`src/complementary_tilt_filter_defines.svh`:
```
// ----------------------------------------------------------------------------
// Assertion macros for the tilt filter
// Shared concurrent assertion forms used by the RTL files.
// ----------------------------------------------------------------------------
`ifndef COMPLEMENTARY_TILT_FILTER_DEFINES_SVH
`define COMPLEMENTARY_TILT_FILTER_DEFINES_SVH

// Implication checked every clock outside reset.
`define CTF_ASSERT_IMP(label, clk, rst, ante, cons) \
  label: assert property (@(posedge clk) disable iff (rst) (ante) |-> (cons)) \
    else $error("assertion failed");

// Next-cycle implication checked every clock outside reset.
`define CTF_ASSERT_NEXT(label, clk, rst, ante, cons) \
  label: assert property (@(posedge clk) disable iff (rst) (ante) |=> (cons)) \
    else $error("assertion failed");

`endif

```
`src/ctf_pkg.sv`:
```
// ----------------------------------------------------------------------------
// Tilt filter package
// Widths, the CORDIC arctangent table and shared types.
// ----------------------------------------------------------------------------
package ctf_pkg;

  localparam int CordicSteps = 16;
  localparam int StepW = $clog2(CordicSteps + 1);
  // CORDIC datapath: 16-bit input scaled by 2^16, growth and a sign bit.
  localparam int CordW = 36;
  localparam int AngW = 32;
  localparam int MulW = 64;
  localparam int MulCntW = 7;

  localparam logic signed [AngW-1:0] Deg90 = 32'sd5898240;

  function automatic logic signed [AngW-1:0] atan_deg(input logic [4:0] i);
    logic signed [AngW-1:0] r;
    begin
      unique case (i)
        5'd0: r = 32'sd2949120;
        5'd1: r = 32'sd1740967;
        5'd2: r = 32'sd919879;
        5'd3: r = 32'sd466945;
        5'd4: r = 32'sd234379;
        5'd5: r = 32'sd117304;
        5'd6: r = 32'sd58666;
        5'd7: r = 32'sd29335;
        5'd8: r = 32'sd14668;
        5'd9: r = 32'sd7334;
        5'd10: r = 32'sd3667;
        5'd11: r = 32'sd1833;
        5'd12: r = 32'sd917;
        5'd13: r = 32'sd458;
        5'd14: r = 32'sd229;
        5'd15: r = 32'sd115;
        5'd16: r = 32'sd57;
        5'd17: r = 32'sd29;
        5'd18: r = 32'sd14;
        5'd19: r = 32'sd7;
        5'd20: r = 32'sd4;
        5'd21: r = 32'sd2;
        5'd22: r = 32'sd1;
        default: r = '0;
      endcase
      return r;
    end
  endfunction

  typedef struct packed {
    logic start;
    logic busy;
    logic done;
  } unit_ctl_t;

endpackage

```
`src/ctf_cordic.sv`:
```
// ----------------------------------------------------------------------------
// CORDIC vectoring unit
// Iterative atan2 in degrees Q16.16, one rotation per cycle.
// ----------------------------------------------------------------------------
module ctf_cordic (
  input  logic                               clk,
  input  logic                               rst,
  input  logic                               start,
  input  logic signed [15:0]                 y_in,
  input  logic signed [15:0]                 x_in,
  output logic                               busy,
  output logic signed [ctf_pkg::AngW-1:0]    angle
);
  logic signed [ctf_pkg::CordW-1:0] x, y;
  logic signed [ctf_pkg::AngW-1:0]  z;
  logic [ctf_pkg::StepW-1:0]        step;
  logic signed [ctf_pkg::CordW-1:0] xs, ys, xi, yi;

  assign angle = z;
  assign xs = x >>> step;
  assign ys = y >>> step;
  assign xi = ctf_pkg::CordW'(x_in) <<< 16;
  assign yi = ctf_pkg::CordW'(y_in) <<< 16;

  always_ff @(posedge clk) begin
    if (rst) begin
      busy <= 1'b0;
      step <= '0;
    end else if (start) begin
      busy <= !(x_in == 16'sd0 && y_in == 16'sd0);
      step <= '0;
    end else if (busy) begin
      if (step == ctf_pkg::StepW'(ctf_pkg::CordicSteps - 1)) busy <= 1'b0;
      step <= step + 1'b1;
    end
  end

  always_ff @(posedge clk) begin
    if (start) begin
      if (x_in < 0) begin
        // Pre-rotate by a quarter turn so the vector lies in the right half.
        if (y_in >= 0) begin
          x <= yi; y <= -xi; z <= ctf_pkg::Deg90;
        end else begin
          x <= -yi; y <= xi; z <= -ctf_pkg::Deg90;
        end
      end else begin
        x <= xi; y <= yi; z <= '0;
      end
    end else if (busy) begin
      if (y >= 0) begin
        x <= x + ys; y <= y - xs; z <= z + ctf_pkg::atan_deg(5'(step));
      end else begin
        x <= x - ys; y <= y + xs; z <= z - ctf_pkg::atan_deg(5'(step));
      end
    end
  end

  `include "complementary_tilt_filter_defines.svh"
  `CTF_ASSERT_NEXT(a_zero_vec, clk, rst, start && x_in == 0 && y_in == 0, !busy && angle == 0)
  `CTF_ASSERT_IMP(a_step_range, clk, rst, busy, step < ctf_pkg::StepW'(ctf_pkg::CordicSteps))
endmodule

```
`src/ctf_serial_mul.sv`:
```
// ----------------------------------------------------------------------------
// Bit-serial multiplier
// Signed 48-bit multiplicand times unsigned 24-bit multiplier, one bit a cycle.
// ----------------------------------------------------------------------------
module ctf_serial_mul (
  input  logic                 clk,
  input  logic                 rst,
  input  logic                 start,
  input  logic signed [47:0]   mcand,
  input  logic [23:0]          mplier,
  output logic                 busy,
  output logic signed [71:0]   product
);
  logic signed [71:0] acc;
  logic signed [71:0] shifted;
  logic [23:0]        bits;
  logic [4:0]         cnt;

  assign product = acc;

  always_ff @(posedge clk) begin
    if (rst) begin
      busy <= 1'b0;
      cnt <= '0;
    end else if (start) begin
      busy <= 1'b1;
      cnt <= '0;
    end else if (busy) begin
      cnt <= cnt + 1'b1;
      if (cnt == 5'd23) busy <= 1'b0;
    end
  end

  // Shift-add: the multiplicand moves left one place per cycle.
  always_ff @(posedge clk) begin
    if (start) begin
      acc <= '0;
      shifted <= 72'(mcand);
      bits <= mplier;
    end else if (busy) begin
      if (bits[0]) acc <= acc + shifted;
      shifted <= shifted <<< 1;
      bits <= bits >> 1;
    end
  end
endmodule

```
`src/complementary_tilt_filter.sv`:
```
// ----------------------------------------------------------------------------
// Complementary tilt filter
// Blends gyro-integrated roll and pitch with accelerometer CORDIC angles.
// ----------------------------------------------------------------------------
// channel   direction  handshake      payload
// input     in         valid/ready    accel_x..z, rate_x..z
// output    out        out_valid/rdy  roll_out, pitch_out, yaw_out
// config    in         APB            blend_weight (0x0), rate_gain (0x4)
//
// Items do not overlap: each runs three increment multiplies while the two
// 16-step CORDIC passes run beside them, then four blend multiplies, then
// loads the output register before the next item is accepted.
// Reset is synchronous and clears the angles and registers to their defaults.
// A new item is taken while the previous result waits in the output register;
// the filter stalls in S_DONE only while that result is still unread.
module complementary_tilt_filter (
  input  logic               clk,
  input  logic               rst,
  input  logic               valid,
  output logic               ready,
  input  logic signed [15:0] accel_x,
  input  logic signed [15:0] accel_y,
  input  logic signed [15:0] accel_z,
  input  logic signed [15:0] rate_x,
  input  logic signed [15:0] rate_y,
  input  logic signed [15:0] rate_z,
  output logic               out_valid,
  input  logic               out_ready,
  output logic signed [31:0] roll_out,
  output logic signed [31:0] pitch_out,
  output logic signed [31:0] yaw_out,
  input  logic               psel,
  input  logic               penable,
  input  logic               pwrite,
  input  logic [2:0]         paddr,
  input  logic [31:0]        pwdata,
  output logic [31:0]        prdata,
  output logic               pready
);
  localparam logic [3:0] S_IDLE = 4'd0, S_GO = 4'd1, S_WAIT = 4'd2, S_NEXT = 4'd3,
                         S_BL = 4'd4, S_BLW = 4'd5, S_DONE = 4'd6;
  localparam logic [2:0] AddrWeight = 3'd0, AddrGain = 3'd4;

  logic [3:0]  state;
  logic [16:0] blend_weight;
  logic [23:0] rate_gain;
  logic signed [31:0] roll_angle, pitch_angle, yaw_angle;
  logic signed [31:0] out_roll, out_pitch, out_yaw;
  logic signed [15:0] rx, ry, rz;
  logic [1:0]  phase;
  logic signed [31:0] roll_acc, pitch_acc;
  logic signed [47:0] inc_r, inc_p, g_r;
  logic signed [71:0] sum;
  logic        done_take;

  ctf_pkg::unit_ctl_t cor_ctl, mul_ctl;
  logic cor_r_busy, cor_p_busy;
  logic signed [31:0] ang_r, ang_p;
  logic signed [47:0] m_a;
  logic [23:0] m_b;
  logic signed [71:0] prod;
  logic [16:0] alpha;
  logic signed [72:0] res;

  assign pready = 1'b1;
  assign ready = (state == S_IDLE);
  assign alpha = (blend_weight > 17'd65536) ? 17'd65536 : blend_weight;
  assign done_take = (state == S_DONE) && (!out_valid || out_ready);

  always_comb begin
    unique case (paddr)
      AddrWeight: prdata = 32'(blend_weight);
      AddrGain:   prdata = 32'(rate_gain);
      default:    prdata = '0;
    endcase
  end

  always_ff @(posedge clk) begin
    if (rst) begin
      blend_weight <= 17'd62416;
      rate_gain <= 24'd1309439;
    end else if (psel && penable && pwrite) begin
      if (paddr == AddrWeight) blend_weight <= pwdata[16:0];
      else if (paddr == AddrGain) rate_gain <= pwdata[23:0];
    end
  end

  assign cor_ctl.start = (state == S_IDLE) && valid;
  assign cor_ctl.busy = cor_r_busy || cor_p_busy;
  assign cor_ctl.done = 1'b0;

  ctf_cordic u_cor_r (.clk, .rst, .start(cor_ctl.start), .y_in(accel_x), .x_in(accel_z),
                      .busy(cor_r_busy), .angle(ang_r));
  ctf_cordic u_cor_p (.clk, .rst, .start(cor_ctl.start), .y_in(accel_y), .x_in(accel_z),
                      .busy(cor_p_busy), .angle(ang_p));

  // Multiplier job per phase: three increments, then blend terms.
  always_comb begin
    m_a = '0;
    m_b = '0;
    if (state == S_BL || state == S_BLW) begin
      unique case (phase)
        2'd0: begin m_a = g_r; m_b = 24'(alpha); end
        2'd1: begin m_a = 48'(roll_acc); m_b = 24'(17'd65536 - alpha); end
        2'd2: begin m_a = inc_p + 48'(pitch_angle); m_b = 24'(alpha); end
        default: begin m_a = -48'(pitch_acc); m_b = 24'(17'd65536 - alpha); end
      endcase
    end else begin
      unique case (phase)
        2'd0: m_a = 48'(rx);
        2'd1: m_a = 48'(ry);
        default: m_a = 48'(rz);
      endcase
      m_b = rate_gain;
    end
  end

  assign mul_ctl.start = (state == S_GO) || (state == S_BL);
  assign mul_ctl.done = 1'b0;
  ctf_serial_mul u_mul (.clk, .rst, .start(mul_ctl.start), .mcand(m_a), .mplier(m_b),
                        .busy(mul_ctl.busy), .product(prod));

  assign res = 73'(sum) + 73'(prod);

  function automatic logic signed [31:0] sat(input logic signed [72:0] v);
    logic signed [56:0] s;
    begin
      s = 57'(v >>> 16);
      if (s > 57'sd2147483647) return 32'h7fffffff;
      if (s < -57'sd2147483648) return 32'h80000000;
      return 32'(s);
    end
  endfunction

  always_ff @(posedge clk) begin
    if (rst) begin
      state <= S_IDLE;
      out_valid <= 1'b0;
      phase <= '0;
      roll_angle <= '0; pitch_angle <= '0; yaw_angle <= '0;
    end else begin
      priority if (done_take) begin
        out_valid <= 1'b1;
        out_roll <= roll_angle; out_pitch <= pitch_angle; out_yaw <= yaw_angle;
      end else if (out_valid && out_ready) begin
        out_valid <= 1'b0;
      end
      unique case (state)
        S_IDLE: if (cor_ctl.start) begin
          state <= S_GO; phase <= '0;
          rx <= rate_x; ry <= rate_y; rz <= rate_z;
        end
        S_GO: state <= S_WAIT;
        S_WAIT: if (!mul_ctl.busy) begin
          unique case (phase)
            2'd0: inc_r <= 48'(prod >>> 16);
            2'd1: inc_p <= 48'(prod >>> 16);
            default: yaw_angle <= yaw_angle + 32'(prod >>> 16);
          endcase
          state <= S_NEXT;
        end
        S_NEXT: if (phase == 2'd2) begin
          if (!cor_ctl.busy) begin
            roll_acc <= ang_r; pitch_acc <= ang_p;
            g_r <= inc_r + 48'(roll_angle);
            phase <= '0; state <= S_BL;
          end
        end else begin
          phase <= phase + 1'b1; state <= S_GO;
        end
        S_BL: state <= S_BLW;
        S_BLW: if (!mul_ctl.busy) begin
          unique case (phase)
            2'd0: sum <= prod;
            2'd1: roll_angle <= sat(res);
            2'd2: sum <= prod;
            default: pitch_angle <= sat(res);
          endcase
          if (phase == 2'd3) state <= S_DONE;
          else begin phase <= phase + 1'b1; state <= S_BL; end
        end
        S_DONE: if (done_take) state <= S_IDLE;
        default: state <= S_IDLE;
      endcase
    end
  end

  assign roll_out = out_roll;
  assign pitch_out = out_pitch;
  assign yaw_out = out_yaw;

  `include "complementary_tilt_filter_defines.svh"
  `CTF_ASSERT_IMP(a_no_accept_busy, clk, rst, state != S_IDLE, !ready)
  `CTF_ASSERT_NEXT(a_done_valid, clk, rst, state == S_DONE, out_valid)
  `CTF_ASSERT_NEXT(a_out_hold, clk, rst, out_valid && !out_ready, out_valid && $stable(roll_out))
endmodule

```
`config.mk`:
```
export PLATFORM = sky130hd
export DESIGN_NAME = complementary_tilt_filter
export DESIGN_NICKNAME = d
export VERILOG_FILES = /design/src/ctf_pkg.sv /design/src/ctf_cordic.sv /design/src/ctf_serial_mul.sv /design/src/complementary_tilt_filter.sv
export VERILOG_INCLUDE_DIRS = /design/src /design/src/src
export SDC_FILE = /design/constraint.sdc
export NUM_CORES = 2
export LEC_CHECK = 0
export ABC_AREA = 0
export BUFFER_PORTS_ARGS = -buffer_cell sky130_fd_sc_hd__buf_2
export CORE_ASPECT_RATIO = 1.4
export CORE_UTILIZATION = 50
export DETAILED_ROUTE_END_ITERATION = 8
export GPL_TIMING_DRIVEN = 0
export PLACE_DENSITY = 0.64
export SYNTH_ARGS = -nofsm -noshare
export SYNTH_HDL_FRONTEND = slang
export SYNTH_SLANG_ARGS = --single-unit
```
`constraint.sdc`:
```
create_clock -name clk -period 23.5 [get_ports clk]
set_input_delay 4.7 -clock clk [delete_from_list [all_inputs] [get_ports clk]]
set_output_delay 4.7 -clock clk [all_outputs]
set_load 0.005 [all_outputs]
```
==> flow_metrics.py <==
metrics = {
    "floorplan": {
        "dieArea_sq_um": 150000,
        "die_y_um": 458,
        "design.portCount": 269,
        "initial_core_utilization_pct": 50.3,
        "chipWidth_um": 328,
        "fp.coreArea_sq_um": 148000,
        "floorplan.rows": 167,
    },
    "yosys": {
        "syn-instance-count": 7954,
        "synth.distinct_cells": 103,
        "synthTopCellsByArea": "edfxtp_1, ha_1, dfxtp_1",
        "synth_top_area_share_pct": 29.4,
        "asyncSetResetFlopFracSynth_pct": 0,
        "synth-warning-count": 0,
        "ys_seq_elements": 1005,
        "yosys_most_used_dff": "edfxtp_1",
        "synth_largest_area_cell": "edfxtp_1",
        "yosysMostFrequentCell": "nand2_1",
        "count_of_flip_flops_with_a_built_in_enable_after_synthesis": 728,
        "synth.avg_cell_area_sq_um": 9.35,
        "synth.cells.most_frequent": "nand2_1, edfxtp_1, a21oi_1, nor2_1, o21ai_0",
        "synth_sequential_area_ratio_pct": 36.9,
        "netlist_area_before_placement_sq_um": 74400,
    },
    "clocking": {
        "clkSinkCount": 1005,
        "cts-hold-fix-buffers": 0,
        "clk_transition_reported_paths_ns": 0.07,
        "cts_post_setup_buffers_inserted": 0,
        "cts_buffer_count": 104,
        "ctsLongestPathBuffers": 3,
        "cts_tree": "done",
        "postCtsResizedCells": 0,
        "worst_skew_pair.late_latency_ns": 0.78,
        "cts_root_buf": "clkbuf_16",
        "cts_htree_levels": 3,
    },
    "sta": {
        "rsz_0062_raised_after_global_routing": "no",
        "postLayoutSetupSlackWorst_ns": 12.51,
        "timing.final.crit_share_pct": 46.8,
        "slew_headroom_pct": -5.23,
        "fin_worst_skew_ns": 0.0485,
        "finalSetupViolations": 0,
        "final_period_minus_worst_setup_slack_ns": 10.99,
        "final_report_hold_violation_count": 0,
        "achievable_frequency_ghz": 0.0910,
        "tightest_slew_ns": 1.58,
        "setup-tns-final_ns": 0,
        "max_slew_vio_count": 16,
    },
    "place": {
        "place.detailed.hpwl_mm": 227,
        "dp_cells": 10200,
        "finalWeightedCongestion": 1.06,
        "dpl_worst_slack_ns": 12.05,
        "portBuffers": 246,
    },
    "drt": {
        "drt_drc_violations_left": 0,
        "route.antenna.remaining_nets": 0,
        "post_drt_via_cell_ratio": 6.41,
        "dr.first_iter.drc_count": 5551,
        "wire_per_inst_um": 27.5,
        "vias": 66600,
        "postRouteWirelength_mm": 286,
        "drtPass1Iterations": 7,
    },
    "cells_and_area": {
        "nFillCells": 13400,
        "num-nets-final": 9013,
        "non_filler_instance_count_after_layout": 10400,
        "final_layout_size_suffix_gt1_share_pct": 9.53,
        "layout-area-overhead-vs-synth_pct": 10.7,
    },
    "worst_hold_path": {
        "hold_path_class": "reg2reg",
    },
    "pwr": {
        "leakage_uw": 0.0328,
        "max-vdd-ir-drop_mv": 0.135,
        "cellPowerDensity_nw_per_um2": 150,
        "report.power.total_uw": 12400,
    },
    "global_routing": {
        "globalRouteOverflowTotal": 0,
        "grtUsageTotal_pct": 37.2,
        "first_global_vias": 64900,
        "grt_first_pass_wirelength_mm": 414,
        "grt_max_degree": 67,
        "grt_antenna_before_repair": 15,
    },
    "flow_run": {
        "cap_violations": 2,
    },
    "run_status": {
        "status": "finished with violations",
        "violations_in_the_final_reports": "max-capacitance violations, max-slew violations",
    },
    "worst_setup_path": {
        "worstPathArrival_ns": 6.29,
        "worstSetupEndpointType": "primary output",
        "critical_path_peak_fanout": 10,
        "setup.worst_path.class": "in2out",
        "cp-start-kind": "input port",
        "crit_required_ns": 18.80,
    },
}
[per-layer routing]
layer  GRT usage [%]  up-vias  share of wire (%)
li1                -    30500                  -
met1            40.9    32300                 36
met2            64.6     2957                 49
met3            4.89      877                6.2
met4            28.7        8                8.9
met5               0        -              0.021
[worst max-delay path, cell delays in order]
cell and delay, ns:
buf_2 0.11, nor3_2 0.71, clkbuf_1 0.43, a22o_1 0.23
buf_2 0.12
[state kept, by name, summed over array words and instances (netlist names), 48 cells and up, named ones only]
| name | flops |
|---|---|
| sum | 72 |
| g_r | 48 |
| u_mul.product | 72 |
| inc_r | 48 |
| u_mul.shifted | 72 |
| inc_p | 48 |
[final timing paths]
kind                                                     start                 endpoint  slack, ns  cells after the start
worst max-delay path                                  paddr[2]               prdata[16]      12.51                      5
worst min-delay path            u_cor_p.angle[6]$_SDFFCE_PP0P_   pitch_acc[6]$_DFFE_PP_       0.46                      0
worst max register to register    u_cor_r.step[4]$_SDFFE_PP0P_  u_cor_r.x[35]$_DFFE_PP_      13.99                     28
worst min register to register  u_cor_p.angle[6]$_SDFFCE_PP0P_   pitch_acc[6]$_DFFE_PP_       0.46                      0
[metrics by stage]
step	hold WS (ns)	cell area, sq um	util [%]
3_3_place_gp	0.450	78000	52.8
2_1_floorplan	0.423	74400	-
6_report	0.461	82300	55.7
4_1_cts	0.465	82300	55.7
3_5_place_dp	0.452	78600	53.2
5_1_grt	0.479	82300	55.7
[layout by cell type (no fill, tap or decap), types with 71 or more instances in the layout]
master and instances:
nand2b_1 98, nand2_1 924, inv_1 184, a21oi_1 710
ha_1 504, edfxtp_1 728, xnor2_1 370, o31ai_1 83
dfxtp_1 277, clkbuf_16 108, nor2_1 631, clkbuf_1 311
buf_2 261, xor2_1 263, a21o_1 234, mux4_2 143
a211oi_1 127, nand3_1 175, o211ai_1 73, nor3_1 136
mux2i_1 91, o21bai_1 71, o21ai_0 572
[layout make-up]
type	instances	area (sq um)	area share [%]
inverters	193	724	0.880
flip-flops and latches	1005	27400	33.3
clock inverters	69	891	1.08
multi-input cells	6349	44500	54.0
well taps	1943	2430	2.95
clock buffers	125	2860	3.47
diodes	4	10.0	0.0122
repair buffers	294	1700	2.07
plain buffers	414	1870	2.28
[cell families after synthesis]
logic type	Yosys count	share of synthesized area, %
adder cells (fa/ha/maj)	514	8.75
other	2	0.0101
buffers and inverters	607	3.48
multiplexers	328	7.81
XOR/XNOR	633	7.46
AO/OA/AOI/OAI	2361	19.9
flip-flops	1005	36.9
AND/OR/NAND/NOR	2504	15.7
[report_power, final]
part           internal (uW)  switching (uW)
Clock                   1040             794
Combinational           2990            4490
Sequential              2580             468
Total                   6610            5750
No activity file was read; power rests on OpenSTA's default activity.
